**src/c6502s_pkg.sv**
```systemverilog
package c6502s_pkg;

  // sequencer phases
  localparam logic [3:0] PH_RST_LO = 4'd0;
  localparam logic [3:0] PH_RST_HI = 4'd1;
  localparam logic [3:0] PH_OPCODE = 4'd2;
  localparam logic [3:0] PH_OPER1  = 4'd3;
  localparam logic [3:0] PH_OPER2  = 4'd4;
  localparam logic [3:0] PH_PTR_LO = 4'd5;
  localparam logic [3:0] PH_PTR_HI = 4'd6;
  localparam logic [3:0] PH_READ   = 4'd7;
  localparam logic [3:0] PH_WRITE  = 4'd8;
  localparam logic [3:0] PH_PUSH1  = 4'd9;
  localparam logic [3:0] PH_PUSH2  = 4'd10;
  localparam logic [3:0] PH_PUSH3  = 4'd11;
  localparam logic [3:0] PH_POP1   = 4'd12;
  localparam logic [3:0] PH_POP2   = 4'd13;
  localparam logic [3:0] PH_POP3   = 4'd14;

  typedef enum logic [4:0] {
    M_IMP, M_IMM, M_ZP, M_ZPX, M_ZPY, M_ABS, M_ABSX, M_ABSY, M_INDX, M_INDY,
    M_REL, M_JMP, M_JMPI, M_JSR, M_RTS, M_RTI, M_BRK, M_PHA, M_PHP, M_PLA, M_PLP
  } mode_e;

  typedef enum logic [4:0] {
    K_NONE, K_LDA, K_LDX, K_LDY, K_ADC, K_SBC, K_AND, K_ORA, K_EOR, K_CMP,
    K_CPX, K_CPY, K_BIT, K_STA, K_STX, K_STY, K_INC, K_DEC
  } kind_e;

  typedef struct packed {
    mode_e      mode;
    kind_e      kind;
    logic [2:0] ncyc;
  } op_info_t;

  localparam logic [7:0] F_CARRY = 8'h01;
  localparam logic [7:0] F_ZERO  = 8'h02;
  localparam logic [7:0] F_IRQD  = 8'h04;
  localparam logic [7:0] F_DEC   = 8'h08;
  localparam logic [7:0] F_BRKB  = 8'h10;
  localparam logic [7:0] F_OVFL  = 8'h40;
  localparam logic [7:0] F_NEG   = 8'h80;

  localparam logic [15:0] VEC_RST_LO = 16'hFFFC;
  localparam logic [15:0] VEC_RST_HI = 16'hFFFD;
  localparam logic [15:0] VEC_BRK    = 16'hFFFE;

  // core architectural state
  typedef struct packed {
    logic [15:0] pc;
    logic [7:0]  a;
    logic [7:0]  x;
    logic [7:0]  y;
    logic [7:0]  sp;
    logic [7:0]  p;
    logic [7:0]  op;
    logic [3:0]  ph;
    logic [15:0] al;
    logic [31:0] cyc;
    logic [7:0]  hold;
    logic [2:0]  last;
  } core_t;

  function automatic op_info_t decode(input logic [7:0] c);
    op_info_t d;
    d = '{M_IMP, K_NONE, 3'd2};
    unique case (c)
      8'hA9: d = '{M_IMM, K_LDA, 3'd2};  8'hA5: d = '{M_ZP, K_LDA, 3'd3};
      8'hB5: d = '{M_ZPX, K_LDA, 3'd4};  8'hAD: d = '{M_ABS, K_LDA, 3'd4};
      8'hBD: d = '{M_ABSX, K_LDA, 3'd4}; 8'hB9: d = '{M_ABSY, K_LDA, 3'd4};
      8'hA1: d = '{M_INDX, K_LDA, 3'd6}; 8'hB1: d = '{M_INDY, K_LDA, 3'd5};
      8'hA2: d = '{M_IMM, K_LDX, 3'd2};  8'hA6: d = '{M_ZP, K_LDX, 3'd3};
      8'hB6: d = '{M_ZPY, K_LDX, 3'd4};  8'hAE: d = '{M_ABS, K_LDX, 3'd4};
      8'hBE: d = '{M_ABSY, K_LDX, 3'd4};
      8'hA0: d = '{M_IMM, K_LDY, 3'd2};  8'hA4: d = '{M_ZP, K_LDY, 3'd3};
      8'hB4: d = '{M_ZPX, K_LDY, 3'd4};  8'hAC: d = '{M_ABS, K_LDY, 3'd4};
      8'hBC: d = '{M_ABSX, K_LDY, 3'd4};
      8'h85: d = '{M_ZP, K_STA, 3'd3};   8'h95: d = '{M_ZPX, K_STA, 3'd4};
      8'h8D: d = '{M_ABS, K_STA, 3'd4};  8'h9D: d = '{M_ABSX, K_STA, 3'd5};
      8'h99: d = '{M_ABSY, K_STA, 3'd5}; 8'h81: d = '{M_INDX, K_STA, 3'd6};
      8'h91: d = '{M_INDY, K_STA, 3'd6};
      8'h86: d = '{M_ZP, K_STX, 3'd3};   8'h96: d = '{M_ZPY, K_STX, 3'd4};
      8'h8E: d = '{M_ABS, K_STX, 3'd4};
      8'h84: d = '{M_ZP, K_STY, 3'd3};   8'h94: d = '{M_ZPX, K_STY, 3'd4};
      8'h8C: d = '{M_ABS, K_STY, 3'd4};
      8'h69: d = '{M_IMM, K_ADC, 3'd2};  8'h65: d = '{M_ZP, K_ADC, 3'd3};
      8'h75: d = '{M_ZPX, K_ADC, 3'd4};  8'h6D: d = '{M_ABS, K_ADC, 3'd4};
      8'h7D: d = '{M_ABSX, K_ADC, 3'd4}; 8'h79: d = '{M_ABSY, K_ADC, 3'd4};
      8'hE9: d = '{M_IMM, K_SBC, 3'd2};  8'hE5: d = '{M_ZP, K_SBC, 3'd3};
      8'hF5: d = '{M_ZPX, K_SBC, 3'd4};  8'hED: d = '{M_ABS, K_SBC, 3'd4};
      8'hFD: d = '{M_ABSX, K_SBC, 3'd4}; 8'hF9: d = '{M_ABSY, K_SBC, 3'd4};
      8'h29: d = '{M_IMM, K_AND, 3'd2};  8'h25: d = '{M_ZP, K_AND, 3'd3};
      8'h35: d = '{M_ZPX, K_AND, 3'd4};  8'h2D: d = '{M_ABS, K_AND, 3'd4};
      8'h3D: d = '{M_ABSX, K_AND, 3'd4}; 8'h39: d = '{M_ABSY, K_AND, 3'd4};
      8'h09: d = '{M_IMM, K_ORA, 3'd2};  8'h05: d = '{M_ZP, K_ORA, 3'd3};
      8'h15: d = '{M_ZPX, K_ORA, 3'd4};  8'h0D: d = '{M_ABS, K_ORA, 3'd4};
      8'h1D: d = '{M_ABSX, K_ORA, 3'd4}; 8'h19: d = '{M_ABSY, K_ORA, 3'd4};
      8'h49: d = '{M_IMM, K_EOR, 3'd2};  8'h45: d = '{M_ZP, K_EOR, 3'd3};
      8'h55: d = '{M_ZPX, K_EOR, 3'd4};  8'h4D: d = '{M_ABS, K_EOR, 3'd4};
      8'h5D: d = '{M_ABSX, K_EOR, 3'd4}; 8'h59: d = '{M_ABSY, K_EOR, 3'd4};
      8'hC9: d = '{M_IMM, K_CMP, 3'd2};  8'hC5: d = '{M_ZP, K_CMP, 3'd3};
      8'hD5: d = '{M_ZPX, K_CMP, 3'd4};  8'hCD: d = '{M_ABS, K_CMP, 3'd4};
      8'hDD: d = '{M_ABSX, K_CMP, 3'd4}; 8'hD9: d = '{M_ABSY, K_CMP, 3'd4};
      8'hE0: d = '{M_IMM, K_CPX, 3'd2};  8'hE4: d = '{M_ZP, K_CPX, 3'd3};
      8'hEC: d = '{M_ABS, K_CPX, 3'd4};
      8'hC0: d = '{M_IMM, K_CPY, 3'd2};  8'hC4: d = '{M_ZP, K_CPY, 3'd3};
      8'hCC: d = '{M_ABS, K_CPY, 3'd4};
      8'hE6: d = '{M_ZP, K_INC, 3'd5};   8'hF6: d = '{M_ZPX, K_INC, 3'd6};
      8'hEE: d = '{M_ABS, K_INC, 3'd6};  8'hFE: d = '{M_ABSX, K_INC, 3'd7};
      8'hC6: d = '{M_ZP, K_DEC, 3'd5};   8'hD6: d = '{M_ZPX, K_DEC, 3'd6};
      8'hCE: d = '{M_ABS, K_DEC, 3'd6};  8'hDE: d = '{M_ABSX, K_DEC, 3'd7};
      8'h24: d = '{M_ZP, K_BIT, 3'd3};   8'h2C: d = '{M_ABS, K_BIT, 3'd4};
      8'h90, 8'hB0, 8'hF0, 8'hD0, 8'h30, 8'h10, 8'h70, 8'h50:
        d = '{M_REL, K_NONE, 3'd2};
      8'h4C: d = '{M_JMP, K_NONE, 3'd3};  8'h6C: d = '{M_JMPI, K_NONE, 3'd5};
      8'h20: d = '{M_JSR, K_NONE, 3'd6};  8'h60: d = '{M_RTS, K_NONE, 3'd6};
      8'h40: d = '{M_RTI, K_NONE, 3'd6};  8'h00: d = '{M_BRK, K_NONE, 3'd7};
      8'h48: d = '{M_PHA, K_NONE, 3'd3};  8'h08: d = '{M_PHP, K_NONE, 3'd3};
      8'h68: d = '{M_PLA, K_NONE, 3'd4};  8'h28: d = '{M_PLP, K_NONE, 3'd4};
      default: d = '{M_IMP, K_NONE, 3'd2};
    endcase
    return d;
  endfunction

  function automatic logic [7:0] set_nz(input logic [7:0] p, input logic [7:0] v);
    logic [7:0] f;
    f = p & ~(F_NEG | F_ZERO);
    if (v[7]) f = f | F_NEG;
    if (v == 8'h00) f = f | F_ZERO;
    return f;
  endfunction

endpackage

```
**src/c6502s_bus.sv**
```systemverilog
// forms the bus request from the sequencer state
module c6502s_bus #(
  parameter int ADDRESS_BITS = 13
) (
  input  c6502s_pkg::core_t        s_i,
  output logic [ADDRESS_BITS-1:0]  addr_o,
  output logic                     wr_o,
  output logic [7:0]               wdata_o,
  output logic                     start_o,
  output logic [2:0]               cycles_o
);

  logic [15:0] where;

  always_comb begin
    wr_o = 1'b0;
    wdata_o = 8'h00;
    unique case (s_i.ph)
      c6502s_pkg::PH_RST_LO: where = c6502s_pkg::VEC_RST_LO;
      c6502s_pkg::PH_RST_HI: where = c6502s_pkg::VEC_RST_HI;
      c6502s_pkg::PH_PTR_LO, c6502s_pkg::PH_READ: where = s_i.al;
      c6502s_pkg::PH_PTR_HI: where = {s_i.al[15:8], s_i.al[7:0] + 8'd1};
      c6502s_pkg::PH_WRITE: begin
        where = s_i.al; wr_o = 1'b1; wdata_o = s_i.hold;
      end
      c6502s_pkg::PH_PUSH1, c6502s_pkg::PH_PUSH2, c6502s_pkg::PH_PUSH3: begin
        where = {8'h01, s_i.sp}; wr_o = 1'b1; wdata_o = s_i.hold;
      end
      c6502s_pkg::PH_POP1, c6502s_pkg::PH_POP2, c6502s_pkg::PH_POP3:
        where = {8'h01, s_i.sp + 8'd1};
      default: where = s_i.pc;
    endcase
    addr_o = where[ADDRESS_BITS-1:0];
    start_o = s_i.ph == c6502s_pkg::PH_OPCODE;
    cycles_o = start_o ? s_i.last : 3'd0;
  end

endmodule

```
**config.mk**
```make
export PLATFORM = sky130hd
export DESIGN_NAME = c6502s_bus
export DESIGN_NICKNAME = d
export VERILOG_FILES = /design/src/c6502s_pkg.sv /design/src/c6502s_bus.sv
export SDC_FILE = /design/constraint.sdc
export NUM_CORES = 1
export LEC_CHECK = 0
export CAP_MARGIN = 20
export CORE_ASPECT_RATIO = 0.5
export CORE_UTILIZATION = 35
export DETAILED_ROUTE_END_ITERATION = 10
export DONT_BUFFER_PORTS = 1
export REMOVE_ABC_BUFFERS = 1
export SYNTH_ARGS = -nofsm -noshare
export SYNTH_HDL_FRONTEND = slang
export SYNTH_SLANG_ARGS = --single-unit
export TNS_END_PERCENT = 5
```
**constraint.sdc**
```tcl
create_clock -name vclk -period 1.7
set_input_delay 0.085 -clock vclk [all_inputs]
set_output_delay 0.085 -clock vclk [all_outputs]
set_load 0.01 [all_outputs]
```
==> run metrics, run 1 <==
die height 44.7 um; commonest non-fill, non-tap cell in the layout a21oi_1; Antenna Cells 0; Core ar. 3450 um2; CLK BUF 0; crit path capture type primary output; final instance area 1280 um2; Fill cells 403; overall power 298 uW; Ports ~150; final count of negative-setup-slack endpoints 0; post-route insts no fill 246; Max Fclk ~680 MHz; maxcap violations 0; antenna violations before repair 0; sequential share of the synthesized area 0%; post-CTS sizing 0; CP endpoint addr_o[6]; most frequent cells in the layout a21oi_1 (23), o21ai_0 (19), nor2_1 (19), nand2_1 (14), and2_1 (13); min-delay worst type in -> out; Arr. time, crit path 1380 ps; initial core utilization 36.9%; RSZ-0062 raised after global routing false; setup TNS 0 ps; FF/Latch Area 0 um2; vias 1585; Worst VDD drop around 0.000054 V; Avg Vias per Cell 6.44; fin nets 325; Rows 15; Syn Std Cell Area 1270 um2; critical path peak fanout 19; CP Launch Type input port; outcome completed; min Tclk post-route 1470 ps; Hold Violations, Final 0; chip width ~87 um; largest net degree at the start of global routing 33; post-DP HPWL 3200 um; first-pass GRT wire length 6690 um; cts hold-fix bufs 0; Synth Area per Inst 6.18 um2; Crit. Startpoint s_i[61]; all-layer global routing usage 21.7%; PortBufs 0; Pre-antenna DRT Iters 5; dpl cell area approximately 1300 um2; postcts setup bufs 0; Die ar. approximately 4000 um2; CP required roughly 1600 ps; fin util 37.0%; max_slew headroom 65.7%; Lkg Pwr 0.000440 uW; Crit Path Class in -> out; period utilization 86.4%; wirelength, routed 4390 um; GP Congestion 0.872; Worst Tran Pin Value 512 ps; share of layout cells above drive strength 1 7.69%; vias in the first global route 1401; Overflow after GRT 0; number of distinct library cells after synthesis 48; Post-DRT Antenna Nets 0; DR iter-0 viols 203; synth warn 0; WL/cell 17.9 um; FFs & Latches 0; pwr/cell area 233 nW/um2; dpl cells 246; Pins Over Slew Limit 0; Cells after Synth 206; DRC viols 0; area delta synth->final 0.196%
-- area by class of cell --
class,count,area [um2],area share (%)
tap,51,63.8,5.00
timing repair buffer,5,37.5,2.94
inverter,10,37.5,2.94
multi-input combinational,180,1140,89.1
-- synth_stat cells, types with 5 or more instances --
cell / n / area share, %
nand3_1: 5 / 2.0
and2_1: 13 / 6.4
buf_2: 10 / 3.9
o21ai_0: 19 / 7.5
a22oi_1: 9 / 5.3
and3_1: 5 / 2.5
inv_1: 9 / 2.7
o22ai_1: 7 / 3.4
o221ai_1: 7 / 4.8
nor2_1: 19 / 5.6
nor3_1: 10 / 3.9
nand2_1: 14 / 4.1
a21oi_1: 23 / 9.0
-- worst min path at each step --
stage                 start   endpoint  depth (start not counted)
floorplan           s_i[61]    start_o                          1
global placement    s_i[61]  addr_o[8]                          1
detailed placement  s_i[61]  addr_o[8]                          1
CTS                 s_i[61]  addr_o[8]                          1
global route        s_i[61]  addr_o[8]                          1
finish              s_i[61]  addr_o[8]                          1
-- power by group --
group	internal, uW	switching, uW
Sequential	0	0
Clock	0	0
Combinational	126	172
-- critical path, cell delays in order --
cell and delay (ps):
nand2_4 40, a21oi_4 200, nand2_1 70, o21ai_0 70, ha_1 280, a211oi_1 70
a211o_1 270, a21oi_1 290
-- cell families after synthesis --
logic type                 after synthesis  synth area share [%]
xor gates and xnor gates                 2                  1.38
muxes                                    1                  2.06
buffers and inverters                   26                  10.7
AOI/OAI and AO/OA                       93                  50.7
and+or+nand+nor                         83                  34.2
adders and majority gates                1                 0.982
-- per-stage QoR --
step           hold WS, ps  setup WS (ps)
2_1_floorplan          235            213
3_3_place_gp           313            242
3_5_place_dp           318            261
4_1_cts                318            250
5_1_grt                320           83.1
6_report               317            231
-- layer usage --
layer / up-vias / GRT usage (%) / wire length (um) / share of wire [%]
li1: 765 / - / - / -
met1: 742 / 29.6 / 1930 / 44
met2: 72 / 35.3 / 1990 / 45
met3: 6 / 5.22 / 436 / 9.9
met4: 0 / 3.61 / 33 / 0.75
met5: - / 0 / 0 / 0
(Power assumes the default switching activity.)
==> inputs of run 2 (changes only) <==
--- a/config.mk
+++ b/config.mk
@@ -6,11 +6,12 @@
 export NUM_CORES = 1
 export LEC_CHECK = 0
 export CAP_MARGIN = 20
-export CORE_ASPECT_RATIO = 0.5
+export CORE_ASPECT_RATIO = 0.7
 export CORE_UTILIZATION = 35
 export DETAILED_ROUTE_END_ITERATION = 10
 export DONT_BUFFER_PORTS = 1
 export REMOVE_ABC_BUFFERS = 1
+export SKIP_LAST_GASP = 1
 export SYNTH_ARGS = -nofsm -noshare
 export SYNTH_HDL_FRONTEND = slang
 export SYNTH_SLANG_ARGS = --single-unit
==> run metrics, run 2 (same netlist as run 1, synthesis figures left out) <==
area of the multi-input gates 1140 um2 (unchanged); post-route insts no fill 241 (was 246); Worst VDD drop 0.0000953 V (was 0.0000545 V); initial core utilization 38.6% (was 36.9%); max_slew headroom 64.0% (was 65.7%); crit-path cells nand2_4, a21oi_4, nand2_1, o21ai_0, ha_1, a211oi_1, a211o_1, a21oi_1 (unchanged); Max Fclk 709 MHz (was 681 MHz); GP Congestion 0.873 (was 0.872); Crit path largest cell delay 290 ps (about the same); post-DP HPWL 3260 um (was 3200 um); min Tclk post-route 1410 ps (was 1470 ps); PortBufs 0 (unchanged); DR iter-0 viols 116 (was 203); antenna violations before repair 0 (unchanged); Overflow after GRT 0 (unchanged); first-pass GRT wire length 6810 um (was 6690 um); FF/Latch Area 0 um2 (unchanged); WL/cell 18.3 um (was 17.9 um); CP required 1620 ps (about the same); post-CTS sizing 0 (unchanged); Crit Path Class in -> out (unchanged); outcome completed (unchanged); Detail Route met3 WL 473 um (was 436 um); Rows 17 (was 15); Crit. Startpoint s_i[61] (unchanged); Pre-antenna DRT Iters 4 (was 5); CP endpoint addr_o[6] (unchanged); chip width 74.1 um (was 87.3 um); cts hold-fix bufs 0 (unchanged); Pins Over Slew Limit 0 (unchanged); FFs & Latches 0 (unchanged); Crit path depth 8 (unchanged); vias in the first global route 1343 (was 1401); maxcap violations 0 (unchanged); Avg Vias per Cell 6.45 (was 6.44); CP top delay family compound AO/OA/AOI/OAI gates (unchanged); Fill cells 369 (was 403); Ports 153 (unchanged); Core ar. 3300 um2 (was 3450 um2); Metal-1 WL 2010 um (was 1930 um); pre-CTS setup slack 293 ps (was 261 ps); RSZ-0062 raised after global routing false (unchanged); area delta synth->final -0.786% (was 0.196%); top sig layer met3 (was met4); critical path's slowest cell ha_1 (was a21oi_1); setup slack after layout 290 ps (was 231 ps); critical path peak fanout 19 (unchanged); final instance area 1260 um2 (was 1280 um2); Lkg Pwr 0.000434 uW (was 0.000440 uW); Antenna Cells 0 (unchanged); Post-DRT Antenna Nets 0 (unchanged); final count of negative-setup-slack endpoints 0 (unchanged); die height 52.5 um (was 44.7 um); CP Launch Type input port (unchanged); setup TNS 0 ps (unchanged); pwr/cell area 234 nW/um2 (was 233 nW/um2); most frequent cells in the layout a21oi_1 (23), o21ai_0 (19), nor2_1 (19), nand2_1 (14), and2_1 (13) (unchanged); CP Buf/Inv Count 0 (unchanged); Arr. time, crit path 1330 ps (was 1380 ps); all-layer global routing usage 22.4% (was 21.7%); vias 1554 (was 1585); Hold Violations, Final 0 (unchanged); dpl cells 241 (was 246); worst hold slack 242 ps (was 317 ps); share of layout cells above drive strength 1 7.22% (was 7.69%); commonest non-fill, non-tap cell in the layout a21oi_1 (unchanged); Die ar. 3890 um2 (was 3900 um2); period utilization 83.0% (was 86.4%); Worst Tran Pin Value 536 ps (was 512 ps); min-delay worst type in -> out (unchanged); largest net degree at the start of global routing 33 (unchanged); dpl cell area 1260 um2 (was 1280 um2); fin nets 324 (was 325); DRC viols 0 (unchanged); crit path capture type primary output (unchanged); CLK BUF 0 (unchanged); DR WL met2 1930 um (was 1990 um); postcts setup bufs 0 (unchanged); wirelength, routed 4420 um (was 4390 um)
## run 2: changes by cell type in the layout (fill, tap and decap cells not counted)
| cell | delta |
|---|---|
| buf_4 | -1 |
## run 2: cell type report
class | count | share of cell area, %
multi-input cells | 180 | 90.0
well taps | 47 | 4.65
inverters | 10 | 2.97
repair buffers | 4 | 2.38
## run 2: per-layer routing
metal	vias to the layer above	GRT usage (%)
li1	766	-
met3	0	2.50
met4	0	0
met1	693	32.5
met5	-	0
met2	95	37.3
## run 2: worst min path at each step
stage	from	endpoint	slack, ps	depth (start not counted)
3_3_place_gp	s_i[61]	start_o	240	1
2_1_floorplan	s_i[61]	start_o	230	1
5_1_grt	s_i[61]	start_o	250	1
4_1_cts	s_i[61]	start_o	240	1
6_report	s_i[61]	start_o	240	1
3_5_place_dp	s_i[61]	start_o	240	1
## run 2: power breakdown
part           switching, uW  internal (uW)  total (uW)  leakage [uW]
combinational            171            125         295      0.000434
clock                      0              0           0             0
sequential                 0              0           0             0
## run 2: metrics by stage
stage          total power [uW]  utilization (%)
6_report                    295             38.3
5_1_grt                     327             38.3
4_1_cts                     296             38.3
3_5_place_dp                295             38.3
3_3_place_gp                291             38.3
2_1_floorplan               241                -
==> inputs of run 3 (changes only) <==
==> constraint.sdc (replaced) <==
create_clock -name vclk -period 1.4
set_input_delay 0.07 -clock vclk [all_inputs]
set_output_delay 0.07 -clock vclk [all_outputs]
set_load 0.01 [all_outputs]
==> run metrics, run 3 (same netlist as run 1, synthesis figures left out) <==
Hold Violations, Final 0 (unchanged); Avg Vias per Cell 6.51 (was 6.45); final count of negative-setup-slack endpoints 0 (unchanged); Arr. time, crit path 1320 ps (was 1330 ps); Rows 17 (unchanged); Min-Delay Endpoint start_o (unchanged); CP required 1330 ps (was 1620 ps); wirelength, routed 4600 um (was 4420 um); vias 1633 (was 1554); largest net degree at the start of global routing 33 (unchanged); GP Congestion 0.866 (was 0.873); first-pass GRT wire length 6920 um (was 6810 um); max_slew headroom 64.3% (was 64.0%); all-layer global routing usage 22.8% (was 22.4%); Clock power frac 0% (about the same); Worst VDD drop 0.000122 V (was 0.0000953 V); commonest non-fill, non-tap cell in the layout a21oi_1 (unchanged); most frequent cells in the layout a21oi_1 (22), o21ai_0 (19), nor2_1 (19), nand2_1 (14) (was a21oi_1 (23), o21ai_0 (19), nor2_1 (19), nand2_1 (14), and2_1 (13)); DR iter-0 viols 107 (was 116); RSZ-0062 raised after global routing true (was false); PortBufs 0 (unchanged); vias in the first global route 1363 (was 1343); Worst Tran Pin Value 532 ps (was 536 ps); crit-path cells nand2_4, a21oi_4, buf_6, mux4_1, nand4_1, a21oi_1, buf_4 (was nand2_4, a21oi_4, nand2_1, o21ai_0, ha_1, a211oi_1, a211o_1, a21oi_1); Ports 153 (unchanged); Crit path largest cell delay 540 ps (was 290 ps); Comb power frac 100.0% (about the same); P_int 183 uW (was 125 uW); Pins Over Slew Limit 0 (unchanged); CLK BUF 0 (unchanged); post-DP HPWL 3430 um (was 3260 um); Core ar. 3300 um2 (unchanged); die height 52.5 um (unchanged); CP Launch Type input port (unchanged); antenna violations before repair 0 (unchanged); Die ar. 3890 um2 (unchanged); Seq pwr share 0% (about the same); critical path's slowest cell mux4_1 (was ha_1); HP Start s_i[61] (unchanged); cts hold-fix bufs 0 (unchanged); setup TNS 0 ps (unchanged); Antenna Cells 0 (unchanged); Lkg Pwr 0.000486 uW (was 0.000434 uW); postcts setup bufs 0 (unchanged); WL/cell 18.3 um (about the same); Overflow after GRT 0 (unchanged); fin nets 334 (was 324); area delta synth->final 6.97% (was -0.786%); maxcap violations 0 (unchanged); critical path peak fanout 19 (unchanged); min-delay worst type in -> out (unchanged); Hold Path Depth 1 (unchanged); initial core utilization 38.6% (unchanged); chip width 74.1 um (unchanged); Fill cells 369 (unchanged); Pre-antenna DRT Iters 4 (unchanged); outcome completed (unchanged); DRC viols 0 (unchanged); min Tclk post-route ~1400 ps; FFs & Latches 0 (unchanged); fin util 41.3% (was 38.3%); crit path capture type primary output (unchanged); Crit Path Class in -> out (unchanged); Max Fclk between 700 and 800 MHz; post-CTS sizing 0 (unchanged); FF/Latch Area 0 um2 (unchanged); share of layout cells above drive strength 1 13.7% (was 7.22%); period utilization 99.0%; net switching power 220 uW (was 171 uW); pwr/cell area 295 nW/um2 (was 234 nW/um2); switching share of power 54.6% (was 57.8%); Post-DRT Antenna Nets 0 (unchanged)
## run 3: metal layers
layer	wire [um]	share of wire (%)	track usage (%)
met1	2080	45	35.6
met2	1980	43	34.5
met3	522	11	2.12
met4	19	0.41	1.28
met5	0	0	0
## run 3: final cells by class
cell class	count	area (um2)	area share, %
inverters	10	37.5	2.75
well taps	47	58.8	4.32
repair buffers	14	109	7.99
multi-input cells	180	1160	84.9
## run 3: power by group through the flow
| stage | clock [uW] | combinational [uW] | sequential, uW |
|---|---|---|---|
| finish | 0 | 402 | 0 |
| global route | 0 | 443 | 0 |
| CTS | 0 | 389 | 0 |
| detailed placement | 0 | 388 | 0 |
| global placement | 0 | 384 | 0 |
| floorplan | 0 | 292 | 0 |
## run 3: worst max path at each step
stage / startpoint / end / slack [ps] / cells past startpoint
2_1_floorplan: s_i[61] / addr_o[1] / -60 / 8
3_3_place_gp: s_i[61] / addr_o[4] / 20 / 7
3_5_place_dp: s_i[61] / addr_o[4] / 20 / 7
4_1_cts: s_i[61] / addr_o[4] / 10 / 7
5_1_grt: s_i[61] / addr_o[1] / -20 / 8
6_report: s_i[61] / addr_o[4] / 10 / 7
## run 3: metrics by stage
stage / area (um2) / setup slack [ps] / hold WS (ps) / power, uW / instances
6_report: 1360 / 13.9 / 211 / 402 / 251
5_1_grt: 1360 / -19.7 / 221 / 443 / 251
4_1_cts: 1340 / 12.0 / 214 / 389 / 251
3_5_place_dp: 1340 / 16.8 / 214 / 388 / 251
3_3_place_gp: 1340 / 22.9 / 211 / 384 / 251
2_1_floorplan: 1170 / -57.2 / 205 / 292 / 190
## run 3: worst max-delay path, delay by kind of cell
family | cells | cell delay (ps)
mux | 1 | 540
buf+inv | 2 | 290
compound gates | 2 | 240
simple gates | 2 | 170
